$ cat config.mk
export PLATFORM = sky130hd
export DESIGN_NAME = vcrl_sqrt
export DESIGN_NICKNAME = d
export VERILOG_FILES = /design/src/rtl/vcrl_pkg.sv /design/src/rtl/vcrl_sqrt.sv
export SDC_FILE = /design/constraint.sdc
export NUM_CORES = 2
export LEC_CHECK = 0
export ABC_AREA = 0
export BUFFER_PORTS_ARGS = -buffer_cell sky130_fd_sc_hd__buf_2
export CELL_PAD_IN_SITES_DETAIL_PLACEMENT = 2
export CELL_PAD_IN_SITES_GLOBAL_PLACEMENT = 2
export CORE_MARGIN = 2
export CORE_UTILIZATION = 35
export DETAILED_ROUTE_END_ITERATION = 6
export GPL_ROUTABILITY_DRIVEN = 0
export PLACE_DENSITY_LB_ADDON = 0.2
export SLEW_MARGIN = 20
export SYNTH_ARGS = -nofsm -noshare
export SYNTH_HDL_FRONTEND = slang
export SYNTH_SLANG_ARGS = --single-unit
$ cat constraint.sdc
create_clock -name clk_i -period 4.8 [get_ports clk_i]
set_input_delay 1.2 -clock clk_i [delete_from_list [all_inputs] [get_ports clk_i]]
set_output_delay 1.2 -clock clk_i [all_outputs]
set_load 0.02 [all_outputs]
$ cat src/rtl/vcrl_pkg.sv
// Shared types, widths and reset values for the velocity command rate limiter.
// No dependencies; every other file imports this package.
`default_nettype none

package vcrl_pkg;

  // Velocity format, Q3.12 signed
  localparam int unsigned VEL_WIDTH = 16;
  localparam int unsigned FRAC_BITS = 12;

  // Register widths
  localparam int unsigned ACC_W      = 14;
  localparam int unsigned MAXLIN_W   = 13;
  localparam int unsigned MAXYAW_W   = 14;
  localparam int unsigned THR_W      = 15;
  localparam int unsigned CFG_IDX_W  = 3;
  localparam int unsigned CFG_DATA_W = 15;

  // dv = acc/10 fits 11 bits, step = acc*dv >> FRAC_BITS fits 13 bits
  localparam int unsigned DV_W   = 11;
  localparam int unsigned STEP_W = 13;

  // acc/10 as multiply by reciprocal; exact for every 14-bit acc
  localparam int unsigned DIV10_W     = 16;
  localparam logic [DIV10_W-1:0] DIV10_MUL = 16'd52429;
  localparam int unsigned DIV10_SHIFT = 19;

  // Norm clamp datapath
  localparam int unsigned SQ_W   = 2 * VEL_WIDTH;
  localparam int unsigned ROOT_W = VEL_WIDTH;
  localparam int unsigned QUO_W  = VEL_WIDTH;
  localparam int unsigned NUM_W  = MAXLIN_W + VEL_WIDTH;

  // Output buffer
  localparam int unsigned OBUF_DEPTH = 2;
  localparam int unsigned OBUF_CNT_W = 2;

  localparam logic [ACC_W-1:0]    NORMAL_ACCEL_RST = 14'd4096;
  localparam logic [ACC_W-1:0]    STOP_ACCEL_RST   = 14'd8192;
  localparam logic [MAXLIN_W-1:0] MAX_LIN_RST      = 13'd4096;
  localparam logic [MAXYAW_W-1:0] MAX_YAW_RST      = 14'd4915;
  localparam logic [THR_W-1:0]    YAW_THR_RST      = 15'd205;
  localparam logic                YAW_EN_RST       = 1'b1;

  typedef enum logic [CFG_IDX_W-1:0] {
    CFG_NORMAL_ACCEL = 3'd0,
    CFG_STOP_ACCEL   = 3'd1,
    CFG_MAX_LIN      = 3'd2,
    CFG_MAX_YAW      = 3'd3,
    CFG_YAW_THR      = 3'd4,
    CFG_YAW_EN       = 3'd5
  } cfg_idx_e;

  typedef struct packed {
    logic [ACC_W-1:0]    normal_accel;
    logic [ACC_W-1:0]    stop_accel;
    logic [MAXLIN_W-1:0] max_linear_speed;
    logic [MAXYAW_W-1:0] max_yaw_rate;
    logic [THR_W-1:0]    yaw_change_threshold;
    logic                yaw_limit_enable;
  } cfg_t;

  typedef struct packed {
    logic signed [VEL_WIDTH-1:0] cmd_x;
    logic signed [VEL_WIDTH-1:0] cmd_y;
    logic signed [VEL_WIDTH-1:0] cmd_yaw;
    logic signed [VEL_WIDTH-1:0] meas_x;
    logic signed [VEL_WIDTH-1:0] meas_y;
    logic signed [VEL_WIDTH-1:0] meas_yaw;
    logic                        slowing;
  } in_beat_t;

  typedef struct packed {
    logic signed [VEL_WIDTH-1:0] out_x;
    logic signed [VEL_WIDTH-1:0] out_y;
    logic signed [VEL_WIDTH-1:0] out_yaw;
  } out_beat_t;

  // Values that ride along the norm clamp pipeline
  typedef struct packed {
    logic signed [VEL_WIDTH-1:0] ox;
    logic signed [VEL_WIDTH-1:0] oy;
    logic signed [VEL_WIDTH-1:0] oz;
    logic                        clamp;
    logic [NUM_W-1:0]            num_x;
    logic [NUM_W-1:0]            num_y;
  } lim_side_t;

  typedef struct packed {
    lim_side_t       side;
    logic [SQ_W-1:0] sq;
  } norm_beat_t;

  typedef struct packed {
    lim_side_t         side;
    logic [ROOT_W-1:0] root;
  } root_beat_t;

  // Magnitude of a signed velocity; -2^(W-1) maps to 2^(W-1)
  function automatic logic [VEL_WIDTH-1:0] vel_mag(input logic signed [VEL_WIDTH-1:0] v);
    logic signed [VEL_WIDTH:0] e;
    e = (VEL_WIDTH+1)'(v);
    if (e < 0) begin
      e = -e;
    end
    return e[VEL_WIDTH-1:0];
  endfunction

endpackage

`default_nettype wire

$ cat src/rtl/vcrl_sqrt.sv
// Integer square root of the planar speed squared, one root bit per stage.
// ROOT_W register stages; depends on vcrl_pkg.
`default_nettype none

module vcrl_sqrt (
  input  logic                 clk_i,
  input  logic                 rst_ni,
  input  logic                 adv_i,
  input  logic                 valid_i,
  input  vcrl_pkg::norm_beat_t beat_i,
  output logic                 valid_o,
  output vcrl_pkg::root_beat_t beat_o
);
  import vcrl_pkg::*;

  localparam int unsigned SREM_W = ROOT_W + 4;
  localparam int unsigned LAST   = ROOT_W - 1;

  logic [ROOT_W-1:0] v_q;
  logic [SQ_W-1:0]   sq_q   [ROOT_W];
  logic [ROOT_W-1:0] r_q    [ROOT_W];
  logic [SREM_W-1:0] rem_q  [ROOT_W];
  lim_side_t         side_q [ROOT_W];

  for (genvar k = 0; k < ROOT_W; k++) begin : g_stage
    localparam int unsigned PAIR = ROOT_W - 1 - k;

    logic [SQ_W-1:0]   sq_in;
    logic [ROOT_W-1:0] r_in, r_d;
    logic [SREM_W-1:0] rem_in, rem_sh, trial, rem_d;
    lim_side_t         side_in;

    if (k == 0) begin : g_head
      assign sq_in   = beat_i.sq;
      assign r_in    = '0;
      assign rem_in  = '0;
      assign side_in = beat_i.side;
    end else begin : g_body
      assign sq_in   = sq_q[k-1];
      assign r_in    = r_q[k-1];
      assign rem_in  = rem_q[k-1];
      assign side_in = side_q[k-1];
    end

    // Bring down the next two radicand bits, try root*4+1
    always_comb begin
      rem_sh = {rem_in[SREM_W-3:0], sq_in[2*PAIR +: 2]};
      trial  = SREM_W'({r_in, 2'b01});
      if (rem_sh >= trial) begin
        rem_d = rem_sh - trial;
        r_d   = {r_in[ROOT_W-2:0], 1'b1};
      end else begin
        rem_d = rem_sh;
        r_d   = {r_in[ROOT_W-2:0], 1'b0};
      end
    end

    always_ff @(posedge clk_i) begin
      if (adv_i) begin
        sq_q[k]   <= sq_in;
        r_q[k]    <= r_d;
        rem_q[k]  <= rem_d;
        side_q[k] <= side_in;
      end
    end
  end

  always_ff @(posedge clk_i or negedge rst_ni) begin
    if (!rst_ni) begin
      v_q <= '0;
    end else if (adv_i) begin
      v_q <= {v_q[ROOT_W-2:0], valid_i};
    end
  end

  assign valid_o     = v_q[LAST];
  assign beat_o.side = side_q[LAST];
  assign beat_o.root = r_q[LAST];

  // Root and remainder reproduce the radicand, and the remainder stays within 2*root
  a_root_exact: assert property (@(posedge clk_i) disable iff (!rst_ni)
    v_q[LAST] |->
      (((SQ_W+2)'(r_q[LAST]) * (SQ_W+2)'(r_q[LAST]) + (SQ_W+2)'(rem_q[LAST]))
         == (SQ_W+2)'(sq_q[LAST])) &&
      ((SQ_W+2)'(rem_q[LAST]) <= ((SQ_W+2)'(r_q[LAST]) << 1)))
    else $error("square root stage result inconsistent");

endmodule

`default_nettype wire

==> flow_metrics.py <==
metrics = {
    "run_status": {
        "status": "finished clean",
    },
    "route": {
        "finalWirelength_um": 165000,
        "via_count": 35172,
        "drc": 0,
        "wire_per_inst_um": 21.5,
        "vias_per_cell": 4.56,
        "drt-initial-drc-count": 1721,
        "firstDrtPassIters": 5,
        "ant_nets": 0,
    },
    "synthesis": {
        "yosysWarnings": 0,
        "syn_avg_cell_area_um2": 20.7,
        "netlist_area_um2": 80700,
        "synth_common_cells": "edfxtp_1 (2338), inv_1 (183), nor2_1 (158)",
        "synth_edf_count": 2338,
        "synth-main-ff-cell": "edfxtp_1",
        "yosysTopAreaCell": "edfxtp_1",
        "synth_cells": 3902,
        "ys_seq_area_frac": 0.875,
        "yosysMostFrequentCell": "edfxtp_1",
        "ys_async_sr_fraction": 0.00680,
        "synth_area_leaders": "edfxtp_1 (87%), ha_1 (2.4%), xnor2_1 (1.0%)",
        "syn_nets": 4198,
        "ys_types": 76,
        "ys_ff_latch": 2354,
        "synth_top_area_frac": 0.870,
    },
    "worst_setup_path": {
        "critical_path_class": "flop to flop",
        "slowest_delay_ns": 0.78,
        "required_ns": 5.37,
        "cp-start-kind": "flop",
        "arrival_ns": 3.87,
        "worst-r2r-cell-count": 8,
        "cp_max_fo": 28,
        "path_common_cell": "nand3_1",
        "cp-end-kind": "flop",
        "cp_cell_sequence": "inv_1, ha_1, and3_1, nand3_1, or3_1, nand3_1, a21o_1, mux2_1",
        "worst_path_max_delay_cell": "a21o_1",
    },
    "placement": {
        "placed_area_um2": 86700,
        "place_ws_ns": 1.46,
        "dp_hpwl_um": 109000,
        "port-buffer-count": 266,
    },
    "cts": {
        "cts.path.max_buffers": 4,
        "htreeDepth": 5,
        "cts_made_buffers": 280,
        "insertion_delay_ns": 0.91,
        "cts_root_buf": "clkbuf_16",
        "cts.sinks": 2354,
        "postCtsHoldBufs": 0,
        "cts_setup_buffers": 0,
        "cts-resized-gates": 0,
        "clk_pin_slew_worst_paths_ns": 0.06,
        "cts_tree": "built",
    },
    "timing": {
        "worst_clock_skew_ns": 0.0743,
        "finalHoldViolCount": 0,
        "fin_setup_tns_ns": 0,
        "max_freq_mhz": 303,
        "period_minus_slack_ns": 3.30,
        "setup_viol": 0,
        "rsz0062_at_grt": "no",
        "post-route-period-util": 0.687,
        "layout_setup_ws_ns": 1.50,
        "tightest_slew_ns": 1.05,
        "maxSlewHeadroom": 0.303,
        "drv_slew": 0,
    },
    "job": {
        "cap_violations": 0,
    },
    "pwr": {
        "power_leakage_nw": 33.7,
        "peakVddDrop_mv": 0.312,
        "power.density_nw_per_um2": 500,
    },
    "finish": {
        "fill_cells": 21571,
        "syn_to_final_growth_pct": 17.9,
        "drive_gt1_frac": 0.164,
        "nNetsFinal": 4790,
        "fin_area_um2": 95200,
    },
    "floorplanning": {
        "coreArea_um2": 230000,
        "pin_count": 267,
        "dieArea_um2": 234000,
        "fp.dieW_um": 484,
        "placementRows": 176,
        "chipHeight_um": 484,
        "start_util": 0.351,
    },
    "grt": {
        "antenna_found_initial": 17,
        "grt_pass1_wl_um": 249000,
        "grt_max_degree": 141,
        "first_global_vias": 39513,
        "overflow": 0,
        "track_usage": 0.141,
    },
    "min_path": {
        "hold_path_class": "primary input to asynchronous set/reset pin",
    },
}
[per-layer routing]
| layer | track usage | up-vias | part of all wire |
|---|---|---|---|
| li1 | - | 16349 | - |
| met2 | 0.265 | 587 | 0.54 |
| met4 | 0.0459 | 2 | 0.030 |
| met1 | 0.159 | 17891 | 0.39 |
| met3 | 0.0262 | 343 | 0.035 |
| met5 | 0 | - | 0.000079 |
[layout by cell type (no fill, tap or decap), drive strengths merged, types with 11 or more instances in the layout]
master,netlist,layout
a21oi,144,144
nand3,35,35
o21ai,103,103
o21a,27,27
a21o,23,23
o211ai,12,12
inv,183,187
o31ai,11,11
mux2,42,42
nor4,32,32
dfrtp,16,16
nand4,19,19
nand2,120,120
edfxtp,2338,2338
nor2b,21,21
ha,153,153
nor2,159,159
or4,13,13
clkinv,0,99
clkbuf,15,346
a211oi,18,18
and3,12,12
or3,24,24
nor3,54,54
nand2b,21,21
xnor2,94,94
buf,16,341
bufinv,0,17
xor2,91,91
[layout make-up]
cell class | instances | area (um^2) | share of cell area
multi-input combinational | 1334 | 9280 | 0.0975
sequential | 2354 | 70600 | 0.742
inverter | 183 | 687 | 0.00722
clock buffer | 346 | 7410 | 0.0779
clock inverter | 127 | 1090 | 0.0114
tap | 3026 | 3790 | 0.0398
timing repair buffer | 341 | 2310 | 0.0243
antenna | 4 | 10.0 | 0.000105
[worst max-delay path, delay by kind of cell, from the launching register on]
family          cells  cell delay [ns]
compound gates      1             0.78
fa+ha+maj           1             0.46
buf+inv             1             0.06
flops               1             0.37
mux                 1             0.42
simple gates        4             0.92
[cell families (layout without fill, tap and decap cells)]
kind of cell,after synthesis,after routing,share of synthesized area
DFF,2354,2354,0.875
and+or+nand+nor,549,549,0.0344
AOI/OAI and AO/OA,400,400,0.0302
buffers and inverters,214,997,0.0103
xor gates and xnor gates,185,185,0.0201
adders and majority gates,153,153,0.0237
muxes,46,46,0.00636
other,1,5,0.0000465
[where the power goes]
group | total [mW] | leakage, nW | internal [mW] | switching [mW]
clock | 19.8 | 4.15 | 11.8 | 7.98
combinational | 2.65 | 6.58 | 1.01 | 1.63
sequential | 25.1 | 22.9 | 24.4 | 0.734
[worst paths after layout]
| check | to | slack (ns) | from |
|---|---|---|---|
| worst max-delay path | rem_q[1][135] | 1.50 | r_q[1][91] |
| worst min register to register | side_q[1][334] | 0.37 | side_q[1][227] |
| worst max register to register | rem_q[1][135] | 1.50 | r_q[1][91] |
| min in group clk_i | side_q[1][334] | 0.37 | side_q[1][227] |
| max in group asynchronous | v_q[15] | 4.26 | rst_ni |
| worst min-delay path | v_q[0] | 0.26 | rst_ni |
[flip-flops by register name (all words and copies together), names as in the netlist]
signal and count:
r_q 136, rem_q 250, side_q 1712, sq_q 240, v_q 16
[per-stage QoR]
step	utilization	std cells	hold slack (ns)	total power [mW]
floorplan	-	3902	0.400	26.7
global placement	0.377	7238	0.400	27.9
detailed placement	0.377	7238	0.405	28.3
CTS	0.414	7711	0.177	48.5
global route	0.414	7713	0.206	49.5
finish	0.414	7715	0.258	47.6
Note: power is estimated with default switching activity, not from simulation.
