$ cat src/rtl/vcrl_pkg.sv
// Shared types, widths and reset values for the velocity command rate limiter.
// No dependencies; every other file imports this package.
`default_nettype none

package vcrl_pkg;

  // Velocity format, Q3.12 signed
  localparam int unsigned VEL_WIDTH = 16;
  localparam int unsigned FRAC_BITS = 12;

  // Register widths
  localparam int unsigned ACC_W      = 14;
  localparam int unsigned MAXLIN_W   = 13;
  localparam int unsigned MAXYAW_W   = 14;
  localparam int unsigned THR_W      = 15;
  localparam int unsigned CFG_IDX_W  = 3;
  localparam int unsigned CFG_DATA_W = 15;

  // dv = acc/10 fits 11 bits, step = acc*dv >> FRAC_BITS fits 13 bits
  localparam int unsigned DV_W   = 11;
  localparam int unsigned STEP_W = 13;

  // acc/10 as multiply by reciprocal; exact for every 14-bit acc
  localparam int unsigned DIV10_W     = 16;
  localparam logic [DIV10_W-1:0] DIV10_MUL = 16'd52429;
  localparam int unsigned DIV10_SHIFT = 19;

  // Norm clamp datapath
  localparam int unsigned SQ_W   = 2 * VEL_WIDTH;
  localparam int unsigned ROOT_W = VEL_WIDTH;
  localparam int unsigned QUO_W  = VEL_WIDTH;
  localparam int unsigned NUM_W  = MAXLIN_W + VEL_WIDTH;

  // Output buffer
  localparam int unsigned OBUF_DEPTH = 2;
  localparam int unsigned OBUF_CNT_W = 2;

  localparam logic [ACC_W-1:0]    NORMAL_ACCEL_RST = 14'd4096;
  localparam logic [ACC_W-1:0]    STOP_ACCEL_RST   = 14'd8192;
  localparam logic [MAXLIN_W-1:0] MAX_LIN_RST      = 13'd4096;
  localparam logic [MAXYAW_W-1:0] MAX_YAW_RST      = 14'd4915;
  localparam logic [THR_W-1:0]    YAW_THR_RST      = 15'd205;
  localparam logic                YAW_EN_RST       = 1'b1;

  typedef enum logic [CFG_IDX_W-1:0] {
    CFG_NORMAL_ACCEL = 3'd0,
    CFG_STOP_ACCEL   = 3'd1,
    CFG_MAX_LIN      = 3'd2,
    CFG_MAX_YAW      = 3'd3,
    CFG_YAW_THR      = 3'd4,
    CFG_YAW_EN       = 3'd5
  } cfg_idx_e;

  typedef struct packed {
    logic [ACC_W-1:0]    normal_accel;
    logic [ACC_W-1:0]    stop_accel;
    logic [MAXLIN_W-1:0] max_linear_speed;
    logic [MAXYAW_W-1:0] max_yaw_rate;
    logic [THR_W-1:0]    yaw_change_threshold;
    logic                yaw_limit_enable;
  } cfg_t;

  typedef struct packed {
    logic signed [VEL_WIDTH-1:0] cmd_x;
    logic signed [VEL_WIDTH-1:0] cmd_y;
    logic signed [VEL_WIDTH-1:0] cmd_yaw;
    logic signed [VEL_WIDTH-1:0] meas_x;
    logic signed [VEL_WIDTH-1:0] meas_y;
    logic signed [VEL_WIDTH-1:0] meas_yaw;
    logic                        slowing;
  } in_beat_t;

  typedef struct packed {
    logic signed [VEL_WIDTH-1:0] out_x;
    logic signed [VEL_WIDTH-1:0] out_y;
    logic signed [VEL_WIDTH-1:0] out_yaw;
  } out_beat_t;

  // Values that ride along the norm clamp pipeline
  typedef struct packed {
    logic signed [VEL_WIDTH-1:0] ox;
    logic signed [VEL_WIDTH-1:0] oy;
    logic signed [VEL_WIDTH-1:0] oz;
    logic                        clamp;
    logic [NUM_W-1:0]            num_x;
    logic [NUM_W-1:0]            num_y;
  } lim_side_t;

  typedef struct packed {
    lim_side_t       side;
    logic [SQ_W-1:0] sq;
  } norm_beat_t;

  typedef struct packed {
    lim_side_t         side;
    logic [ROOT_W-1:0] root;
  } root_beat_t;

  // Magnitude of a signed velocity; -2^(W-1) maps to 2^(W-1)
  function automatic logic [VEL_WIDTH-1:0] vel_mag(input logic signed [VEL_WIDTH-1:0] v);
    logic signed [VEL_WIDTH:0] e;
    e = (VEL_WIDTH+1)'(v);
    if (e < 0) begin
      e = -e;
    end
    return e[VEL_WIDTH-1:0];
  endfunction

endpackage

`default_nettype wire

$ cat src/rtl/vcrl_div.sv
// Two-lane restoring divider for the norm clamp: max*|v| / root, one quotient bit per stage.
// QUO_W register stages plus the final sign and bypass select; depends on vcrl_pkg.
`default_nettype none

module vcrl_div (
  input  logic                 clk_i,
  input  logic                 rst_ni,
  input  logic                 adv_i,
  input  logic                 valid_i,
  input  vcrl_pkg::root_beat_t beat_i,
  output logic                 valid_o,
  output vcrl_pkg::out_beat_t  beat_o
);
  import vcrl_pkg::*;

  localparam int unsigned DREM_W = ROOT_W + 1;
  localparam int unsigned LAST   = QUO_W - 1;

  function automatic logic [DREM_W+QUO_W-1:0] div_step(input logic [DREM_W-1:0] rem,
                                                       input logic [QUO_W-1:0]  quo,
                                                       input logic              bit_in,
                                                       input logic [ROOT_W-1:0] den);
    logic [DREM_W-1:0] sh;
    logic [DREM_W-1:0] dx;
    logic              ge;
    sh = {rem[DREM_W-2:0], bit_in};
    dx = DREM_W'(den);
    ge = sh >= dx;
    if (ge) begin
      sh = sh - dx;
    end
    return {sh, quo[QUO_W-2:0], ge};
  endfunction

  function automatic logic signed [VEL_WIDTH-1:0] apply_sign(input logic [QUO_W-1:0] q,
                                                             input logic neg);
    logic signed [VEL_WIDTH:0] e;
    e = $signed((VEL_WIDTH+1)'(q));
    if (neg) begin
      e = -e;
    end
    return e[VEL_WIDTH-1:0];
  endfunction

  logic [QUO_W-1:0]  v_q;
  logic [DREM_W-1:0] remx_q [QUO_W];
  logic [DREM_W-1:0] remy_q [QUO_W];
  logic [QUO_W-1:0]  qx_q   [QUO_W];
  logic [QUO_W-1:0]  qy_q   [QUO_W];
  logic [ROOT_W-1:0] root_q [QUO_W];
  lim_side_t         side_q [QUO_W];

  for (genvar k = 0; k < QUO_W; k++) begin : g_stage
    localparam int unsigned BITI = QUO_W - 1 - k;

    logic [DREM_W-1:0] remx_in, remy_in;
    logic [QUO_W-1:0]  qx_in, qy_in;
    logic [ROOT_W-1:0] root_in;
    lim_side_t         side_in;
    logic [DREM_W+QUO_W-1:0] nx, ny;

    if (k == 0) begin : g_head
      // Upper numerator bits start the partial remainder
      assign remx_in = DREM_W'(beat_i.side.num_x[NUM_W-1:QUO_W]);
      assign remy_in = DREM_W'(beat_i.side.num_y[NUM_W-1:QUO_W]);
      assign qx_in   = '0;
      assign qy_in   = '0;
      assign root_in = beat_i.root;
      assign side_in = beat_i.side;
    end else begin : g_body
      assign remx_in = remx_q[k-1];
      assign remy_in = remy_q[k-1];
      assign qx_in   = qx_q[k-1];
      assign qy_in   = qy_q[k-1];
      assign root_in = root_q[k-1];
      assign side_in = side_q[k-1];
    end

    assign nx = div_step(remx_in, qx_in, side_in.num_x[BITI], root_in);
    assign ny = div_step(remy_in, qy_in, side_in.num_y[BITI], root_in);

    always_ff @(posedge clk_i) begin
      if (adv_i) begin
        remx_q[k] <= nx[DREM_W+QUO_W-1:QUO_W];
        qx_q[k]   <= nx[QUO_W-1:0];
        remy_q[k] <= ny[DREM_W+QUO_W-1:QUO_W];
        qy_q[k]   <= ny[QUO_W-1:0];
        root_q[k] <= root_in;
        side_q[k] <= side_in;
      end
    end
  end

  always_ff @(posedge clk_i or negedge rst_ni) begin
    if (!rst_ni) begin
      v_q <= '0;
    end else if (adv_i) begin
      v_q <= {v_q[QUO_W-2:0], valid_i};
    end
  end

  lim_side_t side_l;
  assign side_l = side_q[LAST];

  assign valid_o        = v_q[LAST];
  assign beat_o.out_x   = side_l.clamp ? apply_sign(qx_q[LAST], side_l.ox < 0) : side_l.ox;
  assign beat_o.out_y   = side_l.clamp ? apply_sign(qy_q[LAST], side_l.oy < 0) : side_l.oy;
  assign beat_o.out_yaw = side_l.oz;

  // When clamping, the root is at least the limit, so no axis may grow
  a_clamp_shrinks: assert property (@(posedge clk_i) disable iff (!rst_ni)
    (v_q[LAST] && side_l.clamp) |->
      (qx_q[LAST] <= vel_mag(side_l.ox)) && (qy_q[LAST] <= vel_mag(side_l.oy)) &&
      (remx_q[LAST] < DREM_W'(root_q[LAST])) && (remy_q[LAST] < DREM_W'(root_q[LAST])))
    else $error("norm clamp quotient out of range");

endmodule

`default_nettype wire
$ cat config.mk
export PLATFORM = sky130hd
export DESIGN_NAME = vcrl_div
export DESIGN_NICKNAME = d
export VERILOG_FILES = /design/src/rtl/vcrl_pkg.sv /design/src/rtl/vcrl_div.sv
export SDC_FILE = /design/constraint.sdc
export NUM_CORES = 2
export LEC_CHECK = 0
export CAP_MARGIN = 20
export CELL_PAD_IN_SITES_DETAIL_PLACEMENT = 1
export CELL_PAD_IN_SITES_GLOBAL_PLACEMENT = 1
export CORE_AREA = 2 2 452 454
export DETAILED_ROUTE_END_ITERATION = 6
export DIE_AREA = 0 0 454 456
export DONT_BUFFER_PORTS = 1
export PLACE_DENSITY_LB_ADDON = 0.1
export RECOVER_POWER = 50
export SYNTH_ARGS = -nofsm -noshare
export SYNTH_HDL_FRONTEND = slang
export SYNTH_SLANG_ARGS = --single-unit
export TNS_END_PERCENT = 30
$ cat constraint.sdc
create_clock -name clk_i -period 5.2 [get_ports clk_i]
set_input_delay 1.04 -clock clk_i [delete_from_list [all_inputs] [get_ports clk_i]]
set_output_delay 1.04 -clock clk_i [all_outputs]
set_load 0.01 [all_outputs]
==> metrics.cfg <==
[route]
drt_iter0_drc = 3026
wl_um = 202000
vias = 49073
ant_nets = 0
wl_per_cell_um = 22.0
firstDrtPassIters = 5
vias_per_cell = 5.35
drc = 0

[job]
drv_cap = 2

[global_routing]
antenna_found_initial = 3
grt_overflow = 0
grt_max_degree = 251
grt_usage_pct = 19.4
grt_pass1_wl_um = 309000
first_global_vias = 51921

[power_and_ir_drop]
p_per_area_nw_per_um2 = 575
combPwrFrac_pct = 32.7
leakage_nw = 37.7
switchingPower_mw = 18.8
p_sw_share_pct = 32.2
p_int_mw = 39.5
ir_worst_vdd_v = 0.000410
clkPwrFrac_pct = 26.4
seq_power_share_pct = 40.9

[placed_design]
place_area_um2 = 94000
globalplace.congestion = 0.878
place_inst = 8765
hpwl_um = 148000
io_buffers = 0

[cts]
htree_levels = 4
cts_sinks = 2032
numCtsBuffers = 213
cts.repair.resized = 0
cts_buffer_depth = 3
tritoncts = built
clk_latency_ns = 0.86
cts-root-buf = clkbuf_16
clk_pin_slew_ns = 0.06

[hold_path]
hold_path_end = side_q[0][7]$_DFFE_PP_
whs_path_depth = 0
hold_path_class = input pin to flop
hold_start = beat_i[23]

[worst_setup_path]
r2r_end = remy_q[1][108]$_DFFE_PP_
reg2reg_from = root_q[1][81]$_DFFE_PP_
setup.worst_path.start_class = flop
max_stage_delay_ns = 0.65
reg2reg_slack_ns = 1.17
startpoint = qx_q[1][114]$_DFFE_PP_
crit_type = flop to primary output
end_kind = primary output
crit_family = compound AO/OA/AOI/OAI gates
critPathBufInv = 0
cp.depth = 6
crit_fanout = 5
slowest_stage = a21oi_1
path_cells = nor4_1, nand2_1, or3_1, o31ai_1, xor2_1, a21oi_1
reg2reg_depth = 10
critical_path_required_ns = 4.16
arrival_ns = 3.50

[synth]
synthCells = 6145
synth_edf_count = 2016
synthArstFlopShare_pct = 0.787
ys_types = 84
synth_area_per_cell_um2 = 14.7
yosysWarnings = 0
ys_seq_area_share_pct = 67.3
synthesis.nets = 6812
mappedNetlistArea_um2 = 90600
ys_seq_elements = 2032
synthFlopType = edfxtp_1

[floorplanning]
core_um2 = 202000
fp.dieW_um = 454
row_count = 165
fp.dieH_um = 456
ioPinCount = 176
initial_core_util_pct = 44.9
dieArea_um2 = 207000

[layout]
drive_gt1_share_pct = 11.6
syn_to_final_growth_pct = 11.8
nets = 6978
layout_common_cells = edfxtp_1, ha_1, inv_1, a21oi_1, nor2_1
final_common_cell = edfxtp_1
fin_cells = 9170
final_area_um2 = 101000

[timing]
skew_ns = 0.0709
timing.fmax_mhz = 220
fin_tns_setup_ns = 0
hold_viol = 0
setup_viol_count_final = 0
worst_pin_slew_ns = 4.75
slew_viol_final = 443
relSlewSlack_pct = -217
grt_setup_unrepaired = false
period_needed_ns = 4.54
min_period_over_period_pct = 87.3

[run_status]
status = complete, but fails checks
violations = capacitance limit, slew limit

## cell usage after synthesis (all sizes together) (59+ instances only)
library cell  number  area (um^2)
nand2            264          991
inv              375         1410
mux2             338         3830
a21o             131          983
a21oi            368         1840
xnor2            210         1840
edfxtp          2016        60500
nor2b             92          583
clkbuf            64          240
nand3             62          310
o21ai            296         1480
o21a             118          886
nand4             59          369
nor2             337         1260
ha               510         6380
xor2             144         1260
nor3              73          370
## logic make-up (layout without fill, tap and decap cells)
kind of cell	after synthesis	after routing	share of synthesized area, %
adder cells (fa/ha/maj)	540	540	7.71
multiplexers	389	389	4.79
AO/OA/AOI/OAI	1263	1263	8.85
flip-flops	2032	2032	67.3
other	0	3	0
XOR/XNOR	354	354	3.42
AND/OR/NAND/NOR	1099	1099	5.90
buffers and inverters	468	818	2.05
## sequential cells by signal, indices dropped and copies added, names as in the netlist
register	cells
root_q	240
qy_q	136
remy_q	240
v_q	16
qx_q	136
remx_q	240
side_q	1024
## power groups by stage
stage               Clock [mW]  Combinational, mW  Sequential, mW
finish                    15.3               19.0            23.8
global route              16.4               21.1            24.1
CTS                       15.9               19.1            23.9
detailed placement           0               18.9            24.2
global placement             0               18.5            24.2
floorplan                    0               14.0            23.1
## repair_timing
item / CTS / global route
setup buffers: 0 / 0
hold buffers: 1 / 0
hold endpoints to repair: 16 / 0
## routing by layer
metal	track usage, %	routed length (um)	share of wire, %	vias to the layer above
met5	0	0	0	-
met3	2.84	6250	3.1	272
met1	25.4	89700	44	24403
li1	-	-	-	23737
met4	5.57	5350	2.6	0
met2	33.5	101000	50	661
## per-stage QoR
| stage | setup slack (ns) | power [mW] | hold slack [ns] | util, % |
|---|---|---|---|---|
| after floorplan | 1.60 | 37.1 | 0.400 | - |
| after global placement | 1.03 | 42.6 | 0.400 | 46.6 |
| after detailed placement | 0.943 | 43.1 | 0.405 | 46.6 |
| after CTS | 0.519 | 58.9 | 0.176 | 50.2 |
| after global routing | 0.418 | 61.7 | 0.182 | 50.2 |
| final | 0.659 | 58.2 | 0.256 | 50.2 |
## worst max-delay path by stage
stage	to	slack [ns]
finish	beat_o[45]	0.66
global route	remx_q[1][59]$_DFFE_PP_	0.42
CTS	beat_o[45]	0.52
detailed placement	v_q[11]$_DFFE_PN0P_	0.94
global placement	v_q[15]$_DFFE_PN0P_	1.03
floorplan	remy_q[0][10]$_DFFE_PP_	1.60
## cell type report
type                       instances  area (um^2)
inverter                         375         1410
multi-input combinational       3645        27900
sequential                      2032        60900
fill                           19384       100000
antenna                            3         7.51
clock buffer                     242         5460
timing repair buffer              44          482
clock inverter                   157         1770
tap                             2672         3340
No activity file was read; power rests on OpenSTA's default activity.
