--- src/rtl/vcrl_pkg.sv ---
// Shared types, widths and reset values for the velocity command rate limiter.
// No dependencies; every other file imports this package.
`default_nettype none

package vcrl_pkg;

  // Velocity format, Q3.12 signed
  localparam int unsigned VEL_WIDTH = 16;
  localparam int unsigned FRAC_BITS = 12;

  // Register widths
  localparam int unsigned ACC_W      = 14;
  localparam int unsigned MAXLIN_W   = 13;
  localparam int unsigned MAXYAW_W   = 14;
  localparam int unsigned THR_W      = 15;
  localparam int unsigned CFG_IDX_W  = 3;
  localparam int unsigned CFG_DATA_W = 15;

  // dv = acc/10 fits 11 bits, step = acc*dv >> FRAC_BITS fits 13 bits
  localparam int unsigned DV_W   = 11;
  localparam int unsigned STEP_W = 13;

  // acc/10 as multiply by reciprocal; exact for every 14-bit acc
  localparam int unsigned DIV10_W     = 16;
  localparam logic [DIV10_W-1:0] DIV10_MUL = 16'd52429;
  localparam int unsigned DIV10_SHIFT = 19;

  // Norm clamp datapath
  localparam int unsigned SQ_W   = 2 * VEL_WIDTH;
  localparam int unsigned ROOT_W = VEL_WIDTH;
  localparam int unsigned QUO_W  = VEL_WIDTH;
  localparam int unsigned NUM_W  = MAXLIN_W + VEL_WIDTH;

  // Output buffer
  localparam int unsigned OBUF_DEPTH = 2;
  localparam int unsigned OBUF_CNT_W = 2;

  localparam logic [ACC_W-1:0]    NORMAL_ACCEL_RST = 14'd4096;
  localparam logic [ACC_W-1:0]    STOP_ACCEL_RST   = 14'd8192;
  localparam logic [MAXLIN_W-1:0] MAX_LIN_RST      = 13'd4096;
  localparam logic [MAXYAW_W-1:0] MAX_YAW_RST      = 14'd4915;
  localparam logic [THR_W-1:0]    YAW_THR_RST      = 15'd205;
  localparam logic                YAW_EN_RST       = 1'b1;

  typedef enum logic [CFG_IDX_W-1:0] {
    CFG_NORMAL_ACCEL = 3'd0,
    CFG_STOP_ACCEL   = 3'd1,
    CFG_MAX_LIN      = 3'd2,
    CFG_MAX_YAW      = 3'd3,
    CFG_YAW_THR      = 3'd4,
    CFG_YAW_EN       = 3'd5
  } cfg_idx_e;

  typedef struct packed {
    logic [ACC_W-1:0]    normal_accel;
    logic [ACC_W-1:0]    stop_accel;
    logic [MAXLIN_W-1:0] max_linear_speed;
    logic [MAXYAW_W-1:0] max_yaw_rate;
    logic [THR_W-1:0]    yaw_change_threshold;
    logic                yaw_limit_enable;
  } cfg_t;

  typedef struct packed {
    logic signed [VEL_WIDTH-1:0] cmd_x;
    logic signed [VEL_WIDTH-1:0] cmd_y;
    logic signed [VEL_WIDTH-1:0] cmd_yaw;
    logic signed [VEL_WIDTH-1:0] meas_x;
    logic signed [VEL_WIDTH-1:0] meas_y;
    logic signed [VEL_WIDTH-1:0] meas_yaw;
    logic                        slowing;
  } in_beat_t;

  typedef struct packed {
    logic signed [VEL_WIDTH-1:0] out_x;
    logic signed [VEL_WIDTH-1:0] out_y;
    logic signed [VEL_WIDTH-1:0] out_yaw;
  } out_beat_t;

  // Values that ride along the norm clamp pipeline
  typedef struct packed {
    logic signed [VEL_WIDTH-1:0] ox;
    logic signed [VEL_WIDTH-1:0] oy;
    logic signed [VEL_WIDTH-1:0] oz;
    logic                        clamp;
    logic [NUM_W-1:0]            num_x;
    logic [NUM_W-1:0]            num_y;
  } lim_side_t;

  typedef struct packed {
    lim_side_t       side;
    logic [SQ_W-1:0] sq;
  } norm_beat_t;

  typedef struct packed {
    lim_side_t         side;
    logic [ROOT_W-1:0] root;
  } root_beat_t;

  // Magnitude of a signed velocity; -2^(W-1) maps to 2^(W-1)
  function automatic logic [VEL_WIDTH-1:0] vel_mag(input logic signed [VEL_WIDTH-1:0] v);
    logic signed [VEL_WIDTH:0] e;
    e = (VEL_WIDTH+1)'(v);
    if (e < 0) begin
      e = -e;
    end
    return e[VEL_WIDTH-1:0];
  endfunction

endpackage

`default_nettype wire

--- src/rtl/vcrl_slew.sv ---
// Front pipeline: acceleration pick, slew step, distance test, yaw clamp, norm squares.
// Six register stages; depends on vcrl_pkg.
`default_nettype none

module vcrl_slew (
  input  logic                 clk_i,
  input  logic                 rst_ni,
  input  logic                 adv_i,
  input  logic                 valid_i,
  input  vcrl_pkg::in_beat_t   beat_i,
  input  vcrl_pkg::cfg_t       cfg_i,
  output logic                 valid_o,
  output vcrl_pkg::norm_beat_t beat_o
);
  import vcrl_pkg::*;

  localparam int unsigned NSTG = 6;

  function automatic logic [VEL_WIDTH-1:0] absdiff(input logic signed [VEL_WIDTH-1:0] a,
                                                   input logic signed [VEL_WIDTH-1:0] b);
    logic signed [VEL_WIDTH:0] d;
    d = (VEL_WIDTH+1)'(a) - (VEL_WIDTH+1)'(b);
    if (d < 0) begin
      d = -d;
    end
    return d[VEL_WIDTH-1:0];
  endfunction

  // Move cur toward tgt by stp without passing tgt
  function automatic logic signed [VEL_WIDTH-1:0] project(
      input logic signed [VEL_WIDTH-1:0] cur,
      input logic signed [VEL_WIDTH-1:0] tgt,
      input logic [STEP_W-1:0]           stp);
    logic signed [VEL_WIDTH+1:0] cur_x;
    logic signed [VEL_WIDTH+1:0] tgt_x;
    logic signed [VEL_WIDTH+1:0] stp_x;
    logic signed [VEL_WIDTH+1:0] up;
    logic signed [VEL_WIDTH+1:0] dn;
    logic signed [VEL_WIDTH-1:0] res;
    cur_x = (VEL_WIDTH+2)'(cur);
    tgt_x = (VEL_WIDTH+2)'(tgt);
    stp_x = $signed((VEL_WIDTH+2)'(stp));
    up    = cur_x + stp_x;
    dn    = cur_x - stp_x;
    if (cur_x < tgt_x) begin
      res = (up < tgt_x) ? up[VEL_WIDTH-1:0] : tgt;
    end else begin
      res = (dn > tgt_x) ? dn[VEL_WIDTH-1:0] : tgt;
    end
    return res;
  endfunction

  logic [NSTG-1:0] v_q;

  // Stage 1
  logic [ACC_W-1:0]         acc_d, acc_q;
  logic [ACC_W+DIV10_W-1:0] dv_prod;
  logic [DV_W-1:0]          dv_d, dv_q;
  logic [VEL_WIDTH-1:0]     adx_d, adx_q, ady_d, ady_q;
  logic                     yaw_sw1_d, yaw_sw1_q;
  in_beat_t                 s1_q;

  // Stage 2
  logic [ACC_W+DV_W-1:0]    step_prod;
  logic [STEP_W-1:0]        step_d, step_q;
  logic [2*DV_W-1:0]        dvsq_d, dvsq_q, sqx_d, sqx_q, sqy_d, sqy_q;
  logic                     ge_d, ge_q;
  logic                     yaw_sw2_q;
  in_beat_t                 s2_q;

  // Stage 3
  logic                     far;
  logic signed [VEL_WIDTH-1:0] ox3_d, ox3_q, oy3_d, oy3_q, oz3_d, oz3_q;

  // Stage 4
  logic signed [VEL_WIDTH-1:0] ylim, nlim;
  logic signed [VEL_WIDTH-1:0] ox4_q, oy4_q, oz4_d, oz4_q;
  logic [VEL_WIDTH-1:0]        ax4_d, ax4_q, ay4_d, ay4_q;

  // Stage 5
  logic [SQ_W-1:0]             sqa5_d, sqa5_q, sqb5_d, sqb5_q;
  logic [2*MAXLIN_W-1:0]       maxsq5_d, maxsq5_q;
  logic [NUM_W-1:0]            numx5_d, numx5_q, numy5_d, numy5_q;
  logic signed [VEL_WIDTH-1:0] ox5_q, oy5_q, oz5_q;

  // Stage 6
  logic [SQ_W-1:0]             sq6_d;
  norm_beat_t                  out6_d, out6_q;

  always_comb begin
    acc_d     = beat_i.slowing ? cfg_i.stop_accel : cfg_i.normal_accel;
    dv_prod   = (ACC_W+DIV10_W)'(acc_d) * (ACC_W+DIV10_W)'(DIV10_MUL);
    dv_d      = dv_prod[DIV10_SHIFT +: DV_W];
    adx_d     = absdiff(beat_i.cmd_x, beat_i.meas_x);
    ady_d     = absdiff(beat_i.cmd_y, beat_i.meas_y);
    yaw_sw1_d = cfg_i.yaw_limit_enable &&
                (absdiff(beat_i.cmd_yaw, beat_i.meas_yaw) >
                 VEL_WIDTH'(cfg_i.yaw_change_threshold));
  end

  always_comb begin
    step_prod = (ACC_W+DV_W)'(acc_q) * (ACC_W+DV_W)'(dv_q);
    step_d    = step_prod[FRAC_BITS +: STEP_W];
    dvsq_d    = (2*DV_W)'(dv_q) * (2*DV_W)'(dv_q);
    // Only consulted when both diffs are below dv, so the low bits suffice
    sqx_d     = (2*DV_W)'(adx_q[DV_W-1:0]) * (2*DV_W)'(adx_q[DV_W-1:0]);
    sqy_d     = (2*DV_W)'(ady_q[DV_W-1:0]) * (2*DV_W)'(ady_q[DV_W-1:0]);
    ge_d      = (adx_q >= VEL_WIDTH'(dv_q)) || (ady_q >= VEL_WIDTH'(dv_q));
  end

  always_comb begin
    far   = ge_q ||
            (((2*DV_W+1)'(sqx_q) + (2*DV_W+1)'(sqy_q)) >= (2*DV_W+1)'(dvsq_q));
    ox3_d = far ? project(s2_q.meas_x, s2_q.cmd_x, step_q) : s2_q.cmd_x;
    oy3_d = far ? project(s2_q.meas_y, s2_q.cmd_y, step_q) : s2_q.cmd_y;
    oz3_d = yaw_sw2_q ? project(s2_q.meas_yaw, s2_q.cmd_yaw, step_q) : s2_q.cmd_yaw;
  end

  always_comb begin
    ylim = $signed(VEL_WIDTH'(cfg_i.max_yaw_rate));
    nlim = -ylim;
    if (oz3_q > ylim) begin
      oz4_d = ylim;
    end else if (oz3_q < nlim) begin
      oz4_d = nlim;
    end else begin
      oz4_d = oz3_q;
    end
    ax4_d = vel_mag(ox3_q);
    ay4_d = vel_mag(oy3_q);
  end

  always_comb begin
    sqa5_d   = SQ_W'(ax4_q) * SQ_W'(ax4_q);
    sqb5_d   = SQ_W'(ay4_q) * SQ_W'(ay4_q);
    maxsq5_d = (2*MAXLIN_W)'(cfg_i.max_linear_speed) *
               (2*MAXLIN_W)'(cfg_i.max_linear_speed);
    numx5_d  = NUM_W'(cfg_i.max_linear_speed) * NUM_W'(ax4_q);
    numy5_d  = NUM_W'(cfg_i.max_linear_speed) * NUM_W'(ay4_q);
  end

  always_comb begin
    sq6_d              = sqa5_q + sqb5_q;
    out6_d.sq          = sq6_d;
    out6_d.side.ox     = ox5_q;
    out6_d.side.oy     = oy5_q;
    out6_d.side.oz     = oz5_q;
    out6_d.side.clamp  = sq6_d > SQ_W'(maxsq5_q);
    out6_d.side.num_x  = numx5_q;
    out6_d.side.num_y  = numy5_q;
  end

  always_ff @(posedge clk_i or negedge rst_ni) begin
    if (!rst_ni) begin
      v_q <= '0;
    end else if (adv_i) begin
      v_q <= {v_q[NSTG-2:0], valid_i};
    end
  end

  always_ff @(posedge clk_i) begin
    if (adv_i) begin
      acc_q     <= acc_d;
      dv_q      <= dv_d;
      adx_q     <= adx_d;
      ady_q     <= ady_d;
      yaw_sw1_q <= yaw_sw1_d;
      s1_q      <= beat_i;

      step_q    <= step_d;
      dvsq_q    <= dvsq_d;
      sqx_q     <= sqx_d;
      sqy_q     <= sqy_d;
      ge_q      <= ge_d;
      yaw_sw2_q <= yaw_sw1_q;
      s2_q      <= s1_q;

      ox3_q     <= ox3_d;
      oy3_q     <= oy3_d;
      oz3_q     <= oz3_d;

      ox4_q     <= ox3_q;
      oy4_q     <= oy3_q;
      oz4_q     <= oz4_d;
      ax4_q     <= ax4_d;
      ay4_q     <= ay4_d;

      sqa5_q    <= sqa5_d;
      sqb5_q    <= sqb5_d;
      maxsq5_q  <= maxsq5_d;
      numx5_q   <= numx5_d;
      numy5_q   <= numy5_d;
      ox5_q     <= ox4_q;
      oy5_q     <= oy4_q;
      oz5_q     <= oz4_q;

      out6_q    <= out6_d;
    end
  end

  assign valid_o = v_q[NSTG-1];
  assign beat_o  = out6_q;

endmodule

`default_nettype wire

--- config.mk ---
export PLATFORM = sky130hd
export DESIGN_NAME = vcrl_slew
export DESIGN_NICKNAME = d
export VERILOG_FILES = /design/src/rtl/vcrl_pkg.sv /design/src/rtl/vcrl_slew.sv
export SDC_FILE = /design/constraint.sdc
export NUM_CORES = 2
export LEC_CHECK = 0
export ABC_CLOCK_PERIOD_IN_PS = 16300
export BUFFER_PORTS_ARGS = -buffer_cell sky130_fd_sc_hd__buf_2
export CAP_MARGIN = 5
export CORE_AREA = 10 10 283 489
export DETAILED_ROUTE_END_ITERATION = 16
export DIE_AREA = 0 0 293 499
export GPL_TIMING_DRIVEN = 0
export PLACE_DENSITY = 0.95
export SYNTH_ARGS = -nofsm -noshare
export SYNTH_HDL_FRONTEND = slang
export SYNTH_SLANG_ARGS = --single-unit
export TNS_END_PERCENT = 10
--- constraint.sdc ---
create_clock -name clk_i -period 16.3 [get_ports clk_i]
set_input_delay 0.815 -clock clk_i [delete_from_list [all_inputs] [get_ports clk_i]]
set_output_delay 0.815 -clock clk_i [all_outputs]
set_load 0.005 [all_outputs]
==> impl_results.md <==
* Min-delay worst type: in2reg
* Final WS setup at about 8 ns
* CTS tree: built
* Synth top area share at 26.04%
* Starting Density at a little over two thirds
* RSZ-0062 raised after global routing: no
* Top-Level Pins at 312
* Crit path max-delay family: adder cells
* Fin cells at about 11000
* Vias in the first global route at 75760
* Synth Instances at just under 9000
* Tmin final at ~8.5 ns
* CTS Root Cell: clkbuf_16
* Fin. Hold Viols at 0
* Die area at about 0.15 sq mm
* Ys flop type: edfxtp_1
* Crit path from: ay4_q[7]
* Post-Place Setup Slack at between 7 and 8 ns
* Status: finished, violations left
* TritonCTS buffer count at 76
* Synth top area cells: edfxtp_1 26%, fa_1 24%, ha_1 16%
* Antenna violations before repair at 10
* Syn. warnings at 0
* Mapped Nets at ~11000
* Worst Hold Launch: cfg_i[30]
* Yosys reg bits at just under 800
* DRC viols at 0
* CTS sink count at 790
* Avg Inst Size Synth at between 10 and 15 sq um
* Hold_buf cts at 1
* Largest net degree at the start of global routing at between 100 and 150
* Worst EP required at between 15 and 20 ns
* Core area at around 0.13 sq mm
* First-pass GRT wire length at 414400 um
* Failing checks: max-capacitance violations
* Fill count at 8512
* Worst-Margin Slew at approximately 1.5 ns
* Setup Buffers After CTS at 0
* EDFF count, synth at roughly 800
* Vias per cell at 6.174
* Final HPWL DP at roughly 220000 um
* Ys async rst share at less than 1%
* CP bufs+invs at 5
* Via count at around 70000
* First-pass detailed-route iteration total at 6
* Synth cell count leaders: 1884 x inv_1, 1179 x ha_1, 1088 x fa_1
* Die height at between 400 and 500 um
* Post-synthesis cell type count at 85
* Post-CTS Resized at 0
* Layout Nets at between 10000 and 15000
* Clock Skew at roughly 0.043 ns
* Worst skew pair latency at 0.74 ns
* Fmax at about 120 MHz
* H-Tree Depth at 3
* Row cnt at 175
* Clock buffer depth at 3
* CP max-delay cell: o21ai_0
* Clock Pin Slew Worst Setup and Hold Paths at around 0.070 ns
* Total track usage at 37.45%
* Area Growth Syn to Fin at 6.894%
* DR iter-0 viols at 5099
* Seq/Total Area, Yosys at between 20% and 30%
* Max_cap viols at 1
* Most common cell in the netlist: inv_1
* Share of cells above drive strength 1 at ~5.5%
* Remaining antenna violation count after routing at 0
* WL final at ~270000 um
* Placed inst area at between 0.09 and 0.1 sq mm
* Worst stage delay on the critical path at ~0.84 ns
* Crit path max fanout at 10
* Fin Setup TNS at 0 ns
* Final setup viols at 0
* Leading area contributor after synthesis: edfxtp_1
* Critical Path, Cell by Cell: clkbuf_1 -> clkbuf_1 -> nand2_1 -> fa_1 -> fa_1 -> inv_1 -> fa_1 -> fa_1 -> fa_1 -> inv_1 -> fa_1 -> inv_1 -> ha_1 -> and3_1 -> o211ai_1 -> o21ai_0 -> a31oi_1 -> o31ai_1 -> a311oi_1 -> a21oi_1 -> a211o_1 -> a21oi_1 -> xnor2_1
* FF-to-FF Start: ay4_q[7]
* Final Wtd Congestion at 1.059
* Final Cycle Share at ~52%
* Worst Path Arrival at around 9 ns
* Setup crit end kind: flip-flop
* Synth Cell Area at 0.09042 sq mm
* Crit path top cell by count: fa_1
* Dpl cells at around 11000
* Max-slew violation count at 0
* Slew HR at 0.1281%
* Total grt overflow at 0
* Type of origin of the critical path: flip-flop
* Design area at 0.09666 sq mm
* CP Class: reg2reg
* WL per Instance at around 24 um
* Chip width at approximately 290 um
* # port buffers at 304
state kept, by name, summed over array words and instances, names as in the netlist, 21 cells and up:
name      flops
s2_q         96
dvsq_q       21
beat_o      139
maxsq5_q     25
sqx_q        21
numx5_q      29
s1_q         96
sqa5_q       31
sqb5_q       31
sqy_q        21
numy5_q      29
cell usage in the layout (no fill, tap or decap), types with 256 or more instances in the layout:
master / n
nand2_1: 795
clkbuf_1: 256
nor2_1: 382
edfxtp_1: 784
a21oi_1: 316
fa_1: 1088
buf_2: 307
xnor2_1: 335
and2_1: 355
ha_1: 1179
inv_1: 1884
worst paths after layout:
| check | endpoint | slack, ns | cells past startpoint |
|---|---|---|---|
| max in group asynchronous | v_q[0] | 15.70 | 2 |
| worst max-delay path | sqb5_q[31] | 7.81 | 23 |
| min in group asynchronous | v_q[2] | 0.46 | 2 |
| worst min-delay path | maxsq5_q[0] | 0.28 | 1 |
| worst max register to register | sqb5_q[31] | 7.81 | 23 |
| worst min register to register | s2_q[50] | 0.38 | 0 |
per-layer routing:
metal | vias up | share of wire [%] | global-route usage [%]
met5 | - | 0.0089 | 0
met4 | 4 | 12 | 37.47
met3 | 1610 | 8.0 | 7.849
met2 | 3801 | 50 | 65.72
met1 | 33160 | 29 | 35.21
li1 | 29770 | - | -
cells by family (layout without fill, tap and decap cells):
kind of cell,after synthesis,in the layout,share of synthesized area [%]
other,0,7,0
DFF,790,790,26.20
adders and majority gates,2267,2267,40.40
AOI/OAI and AO/OA,1152,1152,8.493
muxes,50,50,0.5867
xor gates and xnor gates,452,452,4.378
and+or+nand+nor,2075,2075,11.01
buffers and inverters,2150,2595,8.929
area by class of cell:
type | count | area (sq um) | area share [%]
flip-flops and latches | 790 | 23690 | 24.51
clock inverters | 47 | 406.6 | 0.4207
diodes | 7 | 17.52 | 0.01812
clock buffers | 85 | 1978 | 2.047
repair buffers | 313 | 1727 | 1.786
inverters | 1891 | 7098 | 7.344
plain buffers | 259 | 977.2 | 1.011
well taps | 1681 | 2103 | 2.176
multi-input cells | 5996 | 58660 | 60.69
metrics by stage:
| stage | hold slack [ns] | utilization (%) |
|---|---|---|
| 2_1_floorplan | 0.4003 | - |
| 3_3_place_gp | 0.4001 | 72.43 |
| 3_5_place_dp | 0.4045 | 72.57 |
| 4_1_cts | 0.2534 | 74.41 |
| 5_1_grt | 0.2684 | 74.43 |
| 6_report | 0.2761 | 74.44 |
Power is left out: the tool's default activity adds up to more than one toggle a clock period on the data nets, which glitch-free logic cannot reach.
